`src/hdl/mahd_pkg.sv`:
```
// shared types, tables and constants for the mpeg audio header decoder
package mahd_pkg;

	localparam logic [31:0] SYNC_MASK = 32'hFFE0_0000;

	localparam int RECIP_SHIFT = 30;
	localparam int PROD_W      = 20;
	localparam int RECIP_W     = 26;
	localparam int LEN_W       = 12;

	// reciprocals scaled by 2^30, rounded up; exact floor for numerators below 2^20
	localparam logic [RECIP_W-1:0] RECIP_441 = 26'd2434789;
	localparam logic [RECIP_W-1:0] RECIP_48  = 26'd22369622;
	localparam logic [RECIP_W-1:0] RECIP_32  = 26'd33554432;

	typedef enum logic [1:0] {
		VER_25   = 2'd0,
		VER_RSVD = 2'd1,
		VER_2    = 2'd2,
		VER_1    = 2'd3
	} ver_t;

	typedef enum logic [1:0] {
		LAYER_RSVD = 2'd0,
		LAYER_III  = 2'd1,
		LAYER_II   = 2'd2,
		LAYER_I    = 2'd3
	} layer_t;

	typedef enum logic [1:0] {
		FAM_441 = 2'd0,
		FAM_480 = 2'd1,
		FAM_320 = 2'd2
	} fam_t;

	localparam logic [1:0] FRI_RSVD  = 2'd3;
	localparam logic [3:0] BRI_BAD   = 4'hF;
	localparam logic [1:0] CHM_MONO  = 2'd3;

	localparam logic [8:0] KBPS_TBL [3][2][16] = '{
		'{'{9'd0, 9'd8, 9'd16, 9'd24, 9'd32, 9'd40, 9'd48, 9'd56,
			9'd64, 9'd80, 9'd96, 9'd112, 9'd128, 9'd144, 9'd160, 9'd0},
		  '{9'd0, 9'd32, 9'd40, 9'd48, 9'd56, 9'd64, 9'd80, 9'd96,
			9'd112, 9'd128, 9'd160, 9'd192, 9'd224, 9'd256, 9'd320, 9'd0}},
		'{'{9'd0, 9'd8, 9'd16, 9'd24, 9'd32, 9'd40, 9'd48, 9'd56,
			9'd64, 9'd80, 9'd96, 9'd112, 9'd128, 9'd144, 9'd160, 9'd0},
		  '{9'd0, 9'd32, 9'd48, 9'd56, 9'd64, 9'd80, 9'd96, 9'd112,
			9'd128, 9'd160, 9'd192, 9'd224, 9'd256, 9'd320, 9'd384, 9'd0}},
		'{'{9'd0, 9'd32, 9'd48, 9'd56, 9'd64, 9'd80, 9'd96, 9'd112,
			9'd128, 9'd144, 9'd160, 9'd176, 9'd192, 9'd224, 9'd256, 9'd0},
		  '{9'd0, 9'd32, 9'd64, 9'd96, 9'd128, 9'd160, 9'd192, 9'd224,
			9'd256, 9'd288, 9'd320, 9'd352, 9'd384, 9'd416, 9'd448, 9'd0}}
	};

	localparam logic [15:0] RATE_TBL [4][4] = '{
		'{16'd11025, 16'd12000, 16'd8000,  16'd0},
		'{16'd0,     16'd0,     16'd0,     16'd0},
		'{16'd22050, 16'd24000, 16'd16000, 16'd0},
		'{16'd44100, 16'd48000, 16'd32000, 16'd0}
	};

	typedef struct packed {
		logic        ok;
		ver_t        ver;
		layer_t      lay;
		logic [3:0]  flags;
		logic        pad;
		logic [1:0]  chans;
		logic [1:0]  modex;
		logic [1:0]  emph;
		logic [8:0]  kbps;
		logic [15:0] rate;
		logic [12:0] coef;
		fam_t        fam;
	} dec_t;

endpackage

```
`src/hdl/mpeg_audio_header_decoder_core.sv`:
```
// top level: four-stage pipelined mpeg audio frame header decoder
// an accepted header is registered in s1, s2 and s3 before the output register s4
// throughput: one item per cycle while out_stall is low; stages are decode, rate product,
// reciprocal multiply, length and limit check
// stalled stages hold while empty stages upstream keep filling
// reset empties the pipeline and sets max_frame_bytes to 2881
module mpeg_audio_header_decoder_core
	import mahd_pkg::*;
(
	input  logic        clk,
	input  logic        arst_n,
	input  logic        in_valid,
	output logic        in_stall,
	input  logic [31:0] header_word,
	input  logic        max_frame_bytes_we,
	input  logic [11:0] max_frame_bytes_wdata,
	output logic        out_valid,
	input  logic        out_stall,
	output logic        header_valid,
	output logic [1:0]  version_code,
	output logic [1:0]  layer_code,
	output logic [3:0]  flag_bits,
	output logic        padding_bit,
	output logic [1:0]  channel_count,
	output logic [1:0]  mode_extension,
	output logic [1:0]  emphasis_code,
	output logic [8:0]  bitrate_kbps,
	output logic [15:0] sample_rate_hz,
	output logic [11:0] frame_bytes
);

	dec_t dec_in;
	dec_t dec_s1, dec_s2, dec_s3, dec_s4;
	dec_t dec_f;
	logic v_s1, v_s2, v_s3, v_s4;
	logic en_s1, en_s2, en_s3, en_s4;
	logic [11:0] max_frame_bytes_q;
	logic [PROD_W-1:0] p_s2;
	logic [PROD_W+RECIP_W-1:0] prod_s3;
	logic [RECIP_W-1:0] recip;
	logic [21:0] p_full;
	logic [LEN_W-1:0] quot, sum;
	logic [LEN_W+1:0] len;
	logic ok_f;
	logic [11:0] len_s4;

	mahd_decode u_decode (
		.header_word (header_word),
		.dec         (dec_in)
	);

	assign en_s4    = !v_s4 || !out_stall;
	assign en_s3    = !v_s3 || en_s4;
	assign en_s2    = !v_s2 || en_s3;
	assign en_s1    = !v_s1 || en_s2;
	assign in_stall = !en_s1;

	always_ff @(posedge clk or negedge arst_n) begin
		if (!arst_n) begin
			max_frame_bytes_q <= 12'd2881;
		end else if (max_frame_bytes_we) begin
			max_frame_bytes_q <= max_frame_bytes_wdata;
		end
	end

	always_ff @(posedge clk or negedge arst_n) begin
		if (!arst_n) begin
			v_s1 <= 1'b0;
			v_s2 <= 1'b0;
			v_s3 <= 1'b0;
			v_s4 <= 1'b0;
		end else begin
			if (en_s1) begin
				v_s1 <= in_valid;
			end
			if (en_s2) begin
				v_s2 <= v_s1;
			end
			if (en_s3) begin
				v_s3 <= v_s2;
			end
			if (en_s4) begin
				v_s4 <= v_s3;
			end
		end
	end

	assign p_full = 22'(dec_s1.kbps) * 22'(dec_s1.coef);

	always_comb begin
		case (dec_s2.fam)
			FAM_441: recip = RECIP_441;
			FAM_480: recip = RECIP_48;
			default: recip = RECIP_32;
		endcase
	end

	always_comb begin
		quot = prod_s3[RECIP_SHIFT +: LEN_W];
		sum  = quot + LEN_W'(dec_s3.pad);
		len  = (dec_s3.lay == LAYER_I) ? {sum, 2'b00} : {2'b00, sum};
		ok_f = dec_s3.ok && (len <= {2'b00, max_frame_bytes_q});
		dec_f    = dec_s3;
		dec_f.ok = ok_f;
	end

	always_ff @(posedge clk) begin
		if (en_s1) begin
			dec_s1 <= dec_in;
		end
		if (en_s2) begin
			dec_s2 <= dec_s1;
			p_s2   <= p_full[PROD_W-1:0];
		end
		if (en_s3) begin
			dec_s3  <= dec_s2;
			prod_s3 <= (PROD_W+RECIP_W)'(p_s2) * (PROD_W+RECIP_W)'(recip);
		end
		if (en_s4) begin
			dec_s4 <= dec_f;
			len_s4 <= ok_f ? len[11:0] : 12'd0;
		end
	end

	assign out_valid      = v_s4;
	assign header_valid   = dec_s4.ok;
	assign version_code   = dec_s4.ver;
	assign layer_code     = dec_s4.lay;
	assign flag_bits      = dec_s4.flags;
	assign padding_bit    = dec_s4.pad;
	assign channel_count  = dec_s4.chans;
	assign mode_extension = dec_s4.modex;
	assign emphasis_code  = dec_s4.emph;
	assign bitrate_kbps   = dec_s4.ok ? dec_s4.kbps : 9'd0;
	assign sample_rate_hz = dec_s4.ok ? dec_s4.rate : 16'd0;
	assign frame_bytes    = len_s4;

endmodule

```
`src/hdl/mahd_decode.sv`:
```
// header field split, validity checks, rate tables and length coefficient
module mahd_decode
	import mahd_pkg::*;
(
	input  logic [31:0] header_word,
	output dec_t        dec
);

	logic [1:0] lay_idx;
	logic [3:0] bri;
	logic [1:0] fri;
	logic [7:0] fact;
	logic [9:0] scaled;
	logic       hdr_ok;

	assign bri     = header_word[15:12];
	assign fri     = header_word[11:10];
	assign lay_idx = header_word[18:17] - 2'd1;

	always_comb begin
		dec.ver   = ver_t'(header_word[20:19]);
		dec.lay   = layer_t'(header_word[18:17]);
		dec.flags = {header_word[16], header_word[8], header_word[3], header_word[2]};
		dec.pad   = header_word[9];
		dec.chans = (header_word[7:6] == CHM_MONO) ? 2'd1 : 2'd2;
		dec.modex = header_word[5:4];
		dec.emph  = header_word[1:0];
		dec.kbps  = (lay_idx == 2'd3) ? 9'd0 : KBPS_TBL[lay_idx][header_word[19]][bri];
		dec.rate  = RATE_TBL[header_word[20:19]][fri];

		hdr_ok = ((header_word & SYNC_MASK) == SYNC_MASK) && (dec.lay != LAYER_RSVD)
			&& (dec.ver != VER_RSVD) && (bri != BRI_BAD) && (fri != FRI_RSVD);
		dec.ok = hdr_ok && (dec.kbps != 9'd0) && (dec.rate != 16'd0);

		if (dec.lay == LAYER_I) begin
			fact = 8'd12;
		end else if (dec.ver == VER_1 || dec.lay == LAYER_II) begin
			fact = 8'd144;
		end else begin
			fact = 8'd72;
		end

		case (dec.ver)
			VER_1:   scaled = {2'b00, fact};
			VER_2:   scaled = {1'b0, fact, 1'b0};
			default: scaled = {fact, 2'b00};
		endcase

		case (fri)
			2'd0: begin
				dec.fam  = FAM_441;
				dec.coef = {scaled, 3'b000} + {2'b00, scaled, 1'b0};
			end
			2'd1: begin
				dec.fam  = FAM_480;
				dec.coef = {3'b000, scaled};
			end
			default: begin
				dec.fam  = FAM_320;
				dec.coef = {3'b000, scaled};
			end
		endcase
	end

endmodule

```
`config.mk`:
```
export PLATFORM = sky130hd
export DESIGN_NAME = mpeg_audio_header_decoder_core
export DESIGN_NICKNAME = d
export VERILOG_FILES = /design/src/hdl/mahd_pkg.sv /design/src/hdl/mpeg_audio_header_decoder_core.sv /design/src/hdl/mahd_decode.sv
export SDC_FILE = /design/constraint.sdc
export NUM_CORES = 1
export LEC_CHECK = 0
export ABC_AREA = 1
export BUFFER_PORTS_ARGS = -buffer_cell sky130_fd_sc_hd__buf_4
export CORE_MARGIN = 2
export CORE_UTILIZATION = 30
export DETAILED_ROUTE_END_ITERATION = 10
export HOLD_SLACK_MARGIN = 0.06
export PLACE_DENSITY = 0.55
export SETUP_SLACK_MARGIN = 0.02
export SYNTH_ARGS = -nofsm -noshare
export SYNTH_HDL_FRONTEND = slang
export SYNTH_SLANG_ARGS = --single-unit
```
`constraint.sdc`:
```
create_clock -name clk -period 5.99 [get_ports clk]
set_input_delay 1.198 -clock clk [delete_from_list [all_inputs] [get_ports clk]]
set_output_delay 1.198 -clock clk [all_outputs]
set_load 0.02 [all_outputs]
```
# ---- Word-level counts from Yosys, hierarchy flattened
# Cells that the tools add are included.
dict set report word_totals {
  elab_cells 128
  ramBits 0
  reg_bits 271
  output_inout_bits 55
  n_memories 0
  latchBits 0
  rom_bits 0
  in_bits 49
}
dict set report classes {
  order_cmp 6
  eq_ne 13
  div 0
  shifts 0
  mul 2
  n_mux 25
  bitwise_logic 5
  addsub 3
  reduce_logical 23
}
# operator count
set ops {}
lappend ops {{binary-select mux 288 bit (select 2 bit)} 1}
lappend ops {{two-way mux 288 bit} 2}
lappend ops {{two-way mux 144 bit} 3}
lappend ops {{binary-select mux 64 bit (select 2 bit)} 1}
lappend ops {{two-way mux 64 bit} 2}
lappend ops {{one-hot mux 26 bit (2 select lines)} 1}
lappend ops {{two-way mux 16 bit} 3}
lappend ops {{multiplier 20 x 26 -> 42 bit} 1}
lappend ops {{binary-select mux 9 bit (select 4 bit)} 1}
lappend ops {{two-way mux 9 bit} 4}
lappend ops {{binary-select mux 16 bit (select 2 bit)} 1}
lappend ops {{one-hot mux 15 bit (2 select lines)} 1}
lappend ops {{multiplier 9 x 13 -> 20 bit} 1}
lappend ops {{one-hot mux 10 bit (2 select lines)} 1}
lappend ops {{two-way mux 8 bit} 2}
lappend ops {{nonzero test 16 bit} 1}
lappend ops {{== test 2 bit (second input constant)} 7}
lappend ops {{<= comparator 14 x 12 -> 1 bit} 1}
lappend ops {{two-way mux 14 bit} 1}
lappend ops {{adder 13 x 11 -> 13 bit} 1}
lappend ops {{adder 12 x 1 -> 12 bit} 1}
lappend ops {{== test 11 bit (second input constant)} 1}
lappend ops {{greater-or-equal comparator 3 bit (second input constant)} 3}
lappend ops {{inverter 2 -> 3 bit} 3}
lappend ops {{16 further kinds} 33}

# ---- Longest topological paths before layout
# Gate-level depths: netlist (run 1).
dict set report depth {
  word_depth 15
  mapped_depth 31
  depth_no_buf 30
}

# ---- Cells and area by module
# A second synthesis (run 1) with hierarchy kept.
dict set report hier_totals {
  cells_unflattened 2904
  area_unflattened_um2 26461.6
}
# module area_per_inst_um2 cells_per_inst instances seq_area_each_um2
set by_module_without_submodules {}
lappend by_module_without_submodules {mpeg_audio_header_decoder_core 24753.7 2587 1 7163.1}
lappend by_module_without_submodules {mahd_decode 1707.9 317 1 0.0}

# ---- Worst setup path before layout (run 1)
# No wires, ideal clock.
dict set report synth_timing {
  path_kind {input -> register}
  startpoint {input port out_stall}
  endpoint {register dec_s1[0] in the netlist's numbering, enable pin}
  path_slack_ns -0.423
  arrival_time_ns 6.010
  stages 7
  required_time_ns 5.587
  setup_time_ns 0.403
  n_path_buf 0
  cell_sequence {nand2_1 -> nor2_1 -> inv_1 -> nor2_1 -> inv_1 -> nor2_1 -> inv_1}
}
dict set report synth_via {
  elab_chain_len 5
}
# element line
set synth_lines {}
lappend synth_lines {{start: declaration} mpeg_audio_header_decoder_core.sv:18} ;# input logic out_stall,
lappend synth_lines {{logical NOT 1 bit} mpeg_audio_header_decoder_core.sv:52} ;# assign en_s4 = !v_s4 || !out_stall;
lappend synth_lines {{logical OR 1 bit} mpeg_audio_header_decoder_core.sv:52}
lappend synth_lines {{logical OR 1 bit} mpeg_audio_header_decoder_core.sv:53} ;# assign en_s3 = !v_s3 || en_s4;
lappend synth_lines {{via en_s3} mpeg_audio_header_decoder_core.sv:36} ;# logic en_s1, en_s2, en_s3, en_s4;
lappend synth_lines {{logical OR 1 bit} mpeg_audio_header_decoder_core.sv:54} ;# assign en_s2 = !v_s2 || en_s3;
lappend synth_lines {{via en_s2} mpeg_audio_header_decoder_core.sv:36}
lappend synth_lines {{logical OR 1 bit} mpeg_audio_header_decoder_core.sv:55} ;# assign en_s1 = !v_s1 || en_s2;
lappend synth_lines {{end signal: assignment} mpeg_audio_header_decoder_core.sv:109} ;# dec_s1 <= dec_in;
lappend synth_lines {{end: declaration} mpeg_audio_header_decoder_core.sv:33} ;# dec_t dec_s1, dec_s2, dec_s3, dec_s4;
# The timed path passes the listed nets, and every way through them passes these cells.
# A chain may end at the register's enable or synchronous reset.

# ---- Final worst setup path (run 1)
dict set report layout_timing {
  startpoint {register dec_s2[1] in the netlist's numbering}
  endpoint {register prod_s3[30] (data pin)}
}
dict set report layout_via {
  elab_chain_len 3
  elab_cells_between_ends 4
  classes_between {mul (1); eq/ne (1); mux (1); reduce/logical (1)}
}
# element line
set layout_lines {}
lappend layout_lines {{start: declaration} mpeg_audio_header_decoder_core.sv:33}
lappend layout_lines {{start signal: assignment} mpeg_audio_header_decoder_core.sv:112} ;# dec_s2 <= dec_s1;
lappend layout_lines {{== test 2 x 1 -> 1 bit or logical NOT 2 bit (tied branches)} mpeg_audio_header_decoder_core.sv:91} ;# case (dec_s2.fam)
lappend layout_lines {{one-hot mux 26 bit (2 select lines) *} mpeg_audio_header_decoder_core.sv:91}
lappend layout_lines {{multiplier 20 x 26 -> 42 bit *} mpeg_audio_header_decoder_core.sv:117} ;# prod_s3 <= (PROD_W+RECIP_W)'(p_s2) * (PROD_W+RECIP_W)'(recip);
lappend layout_lines {{end signal: assignment} mpeg_audio_header_decoder_core.sv:117}
lappend layout_lines {{end: declaration} mpeg_audio_header_decoder_core.sv:39} ;# logic [PROD_W+RECIP_W-1:0] prod_s3;
# Every way passes the cells marked *; elsewhere a longest branch is shown, timed or not.

==> results of run 1 <==
-- through the flow --
step / std cells / cell area, um^2 / utilization [%] / setup slack (ns)
after global placement: 3557 / 25600 / 34.6 / -0.243
after CTS: 3608 / 27000 / 36.4 / -0.0799
after global routing: 3625 / 27900 / 37.6 / -0.317
after floorplan: 2350 / 22600 / - / 0.0243
final: 3625 / 27900 / 37.6 / -0.124
after detailed placement: 3557 / 25600 / 34.6 / -0.356
-- flip-flops by register name (all words and copies together), names as in the netlist, 4 cells and up --
register           cells
dec_s4                20
dec_f                 35
frame_bytes           12
prod_s3               12
flag_bits              4
dec_s1                49
max_frame_bytes_q     12
dec_s2                38
p_s2                  15
-- metal layers --
layer  wire length [um]  share of wire [%]
met2              27200                 49
met4               1440                2.6
met5                  0                  0
met1              25400                 46
met3               1700                3.1
-- timing repair --
item                       in CTS  in global routing
pin swaps                      13                 88
setup endpoints to repair      12                 12
buffers inserted                9                 18
resized for setup             105                188
-- kinds of logic after synthesis --
group / Yosys count / share of synthesized area, %
buffers and inverters: 693 / 12.1
adder cells (fa/ha/maj): 581 / 42.4
AND/OR/NAND/NOR: 569 / 10.5
flip-flops: 214 / 28.4
AO/OA/AOI/OAI: 195 / 4.99
XOR/XNOR: 40 / 1.57
other: 2 / 0.0336
multiplexers: 1 / 0.0504
-- final cells by class --
class	instances	area, um^2
Fill cell	7430	46200
Multi-Input combinational cell	1443	14600
Sequential cell	214	6350
Inverter	650	2450
Timing Repair Buffer	307	2390
Tap cell	969	1210
Clock buffer	27	591
Clock inverter	15	221
-- worst register-to-register path, cell delays in order, from the launching register on --
cell,delay (ns)
edfxtp_1,0.45
nor2_4,0.14
clkinvlp_4,0.14
buf_12,0.16
nor2_4,0.10
inv_2,0.05
fa_1,0.55
inv_2,0.05
fa_1,0.44
inv_1,0.09
fa_2,0.44
fa_1,0.50
inv_2,0.04
fa_1,0.51
inv_2,0.04
fa_1,0.51
inv_2,0.05
ha_4,0.24
ha_4,0.26
nand2_2,0.07
nand2_2,0.06
a31oi_1,0.16
o21ai_1,0.13
a21oi_1,0.15
o21ai_1,0.08
buf_4,0.16
buf_6,0.12
xor2_2,0.14
-- final timing paths --
check                                startpoint                           endpoint  slack, ns  cells past startpoint
max                         dec_s2[1]$_DFFE_PP_              prod_s3[30]$_DFFE_PP_      -0.12                     27
min                        dec_s2[39]$_DFFE_PP_                dec_f[39]$_DFFE_PP_       0.41                      0
max reg2reg                 dec_s2[1]$_DFFE_PP_              prod_s3[30]$_DFFE_PP_      -0.12                     27
min reg2reg                dec_s2[39]$_DFFE_PP_                dec_f[39]$_DFFE_PP_       0.41                      0
max in group asynchronous                arst_n  max_frame_bytes_q[11]$_DFFE_PN1P_       5.17                      1
min in group asynchronous                arst_n  max_frame_bytes_q[10]$_DFFE_PN0P_       0.55                      1
-- placed cells by master, fill, tap and decap left out, types with 5 or more instances in the layout --
master,count
buf_6,12
dfrtp_1,11
nor2_2,26
fa_2,31
or2_2,6
nor2_1,83
nand2_2,31
conb_1,57
bufinv_16,5
o21bai_1,7
buf_4,292
a31oi_1,10
a21o_1,6
nor2_4,24
edfxtp_1,198
o21ai_1,10
xor2_1,24
nand2_1,313
clkbuf_16,23
fa_1,263
o21a_1,6
a21oi_2,19
nand4_1,13
ha_4,37
nor3_1,11
o21ai_2,7
inv_1,616
dfstp_2,5
o211ai_1,5
ha_1,247
inv_2,30
nand2_4,6
o22ai_1,5
o221ai_1,5
xnor2_1,15
nand3_2,6
a21oi_1,46
o21ai_0,52
nand3_1,34
==> impl_metrics.env, run 1 <==
export IMPL_cp_slowest_cell="fa_1"
export IMPL_grt_pass1_wl_um=88300
export IMPL_placementRows=100
export IMPL_clkSlewWorstSetupHoldPaths_ns=0.06
export IMPL_grtUsageMet2_pct=25.4
export IMPL_cp_arrival_ns=6.37
export IMPL_startpoint_type="register"
export IMPL_max_freq_mhz=164
export IMPL_cts_buffers=23
export IMPL_io_pins=104
export IMPL_die_w_um=277
export IMPL_die_h_um=277
export IMPL_first_iter_violations=782
export IMPL_fin_skew_ns=0.0388
export IMPL_vias=15500
export IMPL_dp_hpwl_um=46900
export IMPL_async_reset_ff_share_pct=7.48
export IMPL_endpoint_kind="register"
export IMPL_htree_levels=1
export IMPL_critPathTopFamily="adder cells"
export IMPL_area_growth_pct=24.7
export IMPL_outcome="complete, but fails checks"
export IMPL_grt_setup_unrepaired="yes"
export IMPL_dr_pass1_iters=5
export IMPL_netlist_area_mm2=0.0223
export IMPL_top_usage_layer="met2"
export IMPL_grt_pass1_vias=16200
export IMPL_cpPeakStageDelay_ns=0.55
export IMPL_maxCapViolCount=0
export IMPL_synth_seq_cells=214
export IMPL_root_buffer="clkbuf_16"
export IMPL_avgSynthCellArea_um2=9.74
export IMPL_postSynthCellCount=2295
export IMPL_grt_overflow_total=0
export IMPL_holdWs_ns=0.414
export IMPL_crit_path_max_fanout=4
export IMPL_port_buffers=99
export IMPL_fin_ws_ns=-0.124
export IMPL_crit_required_ns=6.25
export IMPL_drc=0
export IMPL_setup_viol_count_final=8
export IMPL_tightest_slew_ns=1.11
export IMPL_core_mm2=0.0741
export IMPL_grt_max_degree=55
export IMPL_slew_violations=0
export IMPL_clk_latency_ns=0.54
export IMPL_ys_warn_count=0
export IMPL_fin_crit_ns=6.11
export IMPL_hold_class="reg2reg"
export IMPL_path_class="reg2reg"
export IMPL_cts_sinks=214
export IMPL_synth_common_cells="inv_1, nand2_1, fa_1, ha_1, edfxtp_1"
export IMPL_layout_nets=3269
export IMPL_via_per_inst=4.27
export IMPL_antennaDiodeCount=0
export IMPL_dieArea_mm2=0.0767
export IMPL_start_util_pct=30.2
export IMPL_relSlewSlack_pct=26.0
export IMPL_ys_types=53
export IMPL_synth_main_ff_cell="edfxtp_1"
export IMPL_ant_nets=0
export IMPL_wire_per_inst_um=15.4
export IMPL_synth_top_area_share_pct=26.6
export IMPL_clockBufferDepth=3
export IMPL_netlist_top_cells_area="edfxtp_1, fa_1, ha_1"
export IMPL_layout_drive_gt1_share_pct=22.6
export IMPL_antenna_found_initial=0
export IMPL_finalHoldViolCount=0
export IMPL_routed_wl_um=55800
export IMPL_finalCritPeriodShare_pct=102
export IMPL_violations="setup timing"
export IMPL_holdBufCountCts=0
export IMPL_cp_buffers_inverters=10
export IMPL_place_gp_congestion=0.937
export IMPL_cts_tree="yes"
export IMPL_yosysMostFrequentCell="inv_1"
export IMPL_use_met3_pct=1.54
export IMPL_synth_edf_count=198
export IMPL_fin_setup_tns_ns=-0.500
export IMPL_synth_seq_area_share_pct=28.4
export IMPL_yosys_area_top_type="edfxtp_1"
export IMPL_met1_usage_pct=19.7
export IMPL_grt_usage_pct=14.6
Power of run 1 is left out: the tool's default activity adds up to more than one toggle a clock period on the data nets, which glitch-free logic cannot reach.
==> run 2, diff against run 1 <==
BUFFER_PORTS_ARGS = -buffer_cell sky130_fd_sc_hd__clkbuf_2   (was -buffer_cell sky130_fd_sc_hd__buf_4)
==> impl_metrics.env, run 2 (same netlist as run 1, synthesis figures left out) <==
export IMPL_wire_per_inst_um=15.3
export IMPL_endpoint_kind="register"
export IMPL_relSlewSlack_pct=27.5
export IMPL_core_mm2=0.0741
export IMPL_via_per_inst=4.25
export IMPL_dpl_instance_area_mm2=0.0253
export IMPL_cts_sinks=214
export IMPL_first_iter_violations=849
export IMPL_fin_skew_ns=0.0346
export IMPL_finalCritPeriodShare_pct=101
export IMPL_tightest_slew_ns=1.09
export IMPL_grt_pass1_wl_um=87100
export IMPL_largest_reg_flops=49
export IMPL_clk_latency_ns=0.54
export IMPL_cts_buffers=24
export IMPL_cp_arrival_ns=6.34
export IMPL_max_freq_mhz=165
export IMPL_drc=0
export IMPL_port_buffers=99
export IMPL_layout_nets=3253
export IMPL_violations="setup timing"
export IMPL_antennaDiodeCount=0
export IMPL_grt_usage_pct=14.4
export IMPL_grt_max_degree=55
export IMPL_grt_setup_unrepaired="yes"
export IMPL_cp_buffers_inverters=8
export IMPL_dieArea_mm2=0.0767
export IMPL_setup_viol_count_final=7
export IMPL_die_h_um=277
export IMPL_grt_overflow_total=0
export IMPL_cp_slowest_cell="fa_2"
export IMPL_startpoint_type="register"
export IMPL_fin_crit_ns=6.06
export IMPL_seqCellArea_mm2=0.00635
export IMPL_clockBufferDepth=3
export IMPL_placementRows=100
export IMPL_final_common_cell="inv_1"
export IMPL_holdBufCountCts=0
export IMPL_io_pins=104
export IMPL_start_util_pct=30.2
export IMPL_maxCapViolCount=0
export IMPL_dp_hpwl_um=45900
export IMPL_fin_area_mm2=0.0272
export IMPL_hold_class="reg2reg"
export IMPL_path_class="reg2reg"
export IMPL_finalHoldViolCount=0
export IMPL_crit_path_max_fanout=4
export IMPL_place_gp_congestion=0.924
export IMPL_cts_tree="yes"
export IMPL_critPathTopFamily="adder cells"
export IMPL_ant_nets=0
export IMPL_die_w_um=277
export IMPL_dr_pass1_iters=5
export IMPL_area_growth_pct=21.7
export IMPL_root_buffer="clkbuf_16"
export IMPL_fin_ws_ns=-0.0710
export IMPL_slew_violations=0
export IMPL_multi_input_area_mm2=0.0144
export IMPL_layout_drive_gt1_share_pct=20.2
export IMPL_grt_pass1_vias=16100
export IMPL_clkSlewWorstSetupHoldPaths_ns=0.06
export IMPL_antenna_found_initial=0
export IMPL_final_cell_mix="inv_1, nand2_1, fa_1"
export IMPL_routed_wl_um=55100
export IMPL_vias=15300
export IMPL_crit_top_cell="fa_2"
export IMPL_largest_register="dec_s1"
export IMPL_cpPeakStageDelay_ns=0.54
export IMPL_crit_required_ns=6.27
export IMPL_fillers=7492
export IMPL_outcome="complete, but fails checks"
export IMPL_htree_levels=1
-- run 2: cell type report --
class	instances	share of cell area (%)
inverter	650	9.01
clock buffer	30	2.29
multi-input combinational	1443	53.1
tap	969	4.46
sequential	214	23.4
clock inverter	12	0.474
timing repair buffer	290	7.28
-- run 2: worst paths after layout --
check                                     start                                end  slack, ns  cells after the start
max reg2reg                 dec_s2[1]$_DFFE_PP_              prod_s3[39]$_DFFE_PP_      -0.07                     27
min in group asynchronous                arst_n   max_frame_bytes_q[3]$_DFFE_PN0P_       0.62                      1
max in group asynchronous                arst_n  max_frame_bytes_q[11]$_DFFE_PN1P_       5.01                      1
min reg2reg                dec_s2[19]$_DFFE_PP_                dec_f[19]$_DFFE_PP_       0.42                      0
min                        dec_s2[19]$_DFFE_PP_                dec_f[19]$_DFFE_PP_       0.42                      0
max                         dec_s2[1]$_DFFE_PP_              prod_s3[39]$_DFFE_PP_      -0.07                     27
-- run 2: what timing repair did --
| item | CTS | global route |
|---|---|---|
| hold endpoints to repair | 0 | 0 |
| setup endpoints to repair | 12 | 12 |
| pin swaps | 31 | 63 |
| buffers inserted | 8 | 13 |
| resized for setup | 74 | 157 |
-- run 2: metrics by stage --
step	std cells	util, %	hold slack (ns)	setup slack [ns]	TNS (ns)
detailed placement	3547	34.2	0.405	-0.236	-2.32
finish	3608	36.7	0.417	-0.0710	-0.274
global route	3608	36.7	0.422	-0.324	-3.01
CTS	3596	35.7	0.416	-0.0811	-0.522
floorplan	2350	-	0.400	0.0243	0
global placement	3547	34.2	0.400	-0.163	-1.57
-- run 2: per-layer routing --
layer / global-route usage [%] / vias to the layer above / wire length (um)
met2: 24.9 / 209 / 26700
met4: 2.77 / 0 / 1160
met1: 19.7 / 7408 / 25600
met3: 1.38 / 63 / 1630
li1: - / 7647 / -
met5: 0 / - / 0
Power of run 2 is left out for the same reason.
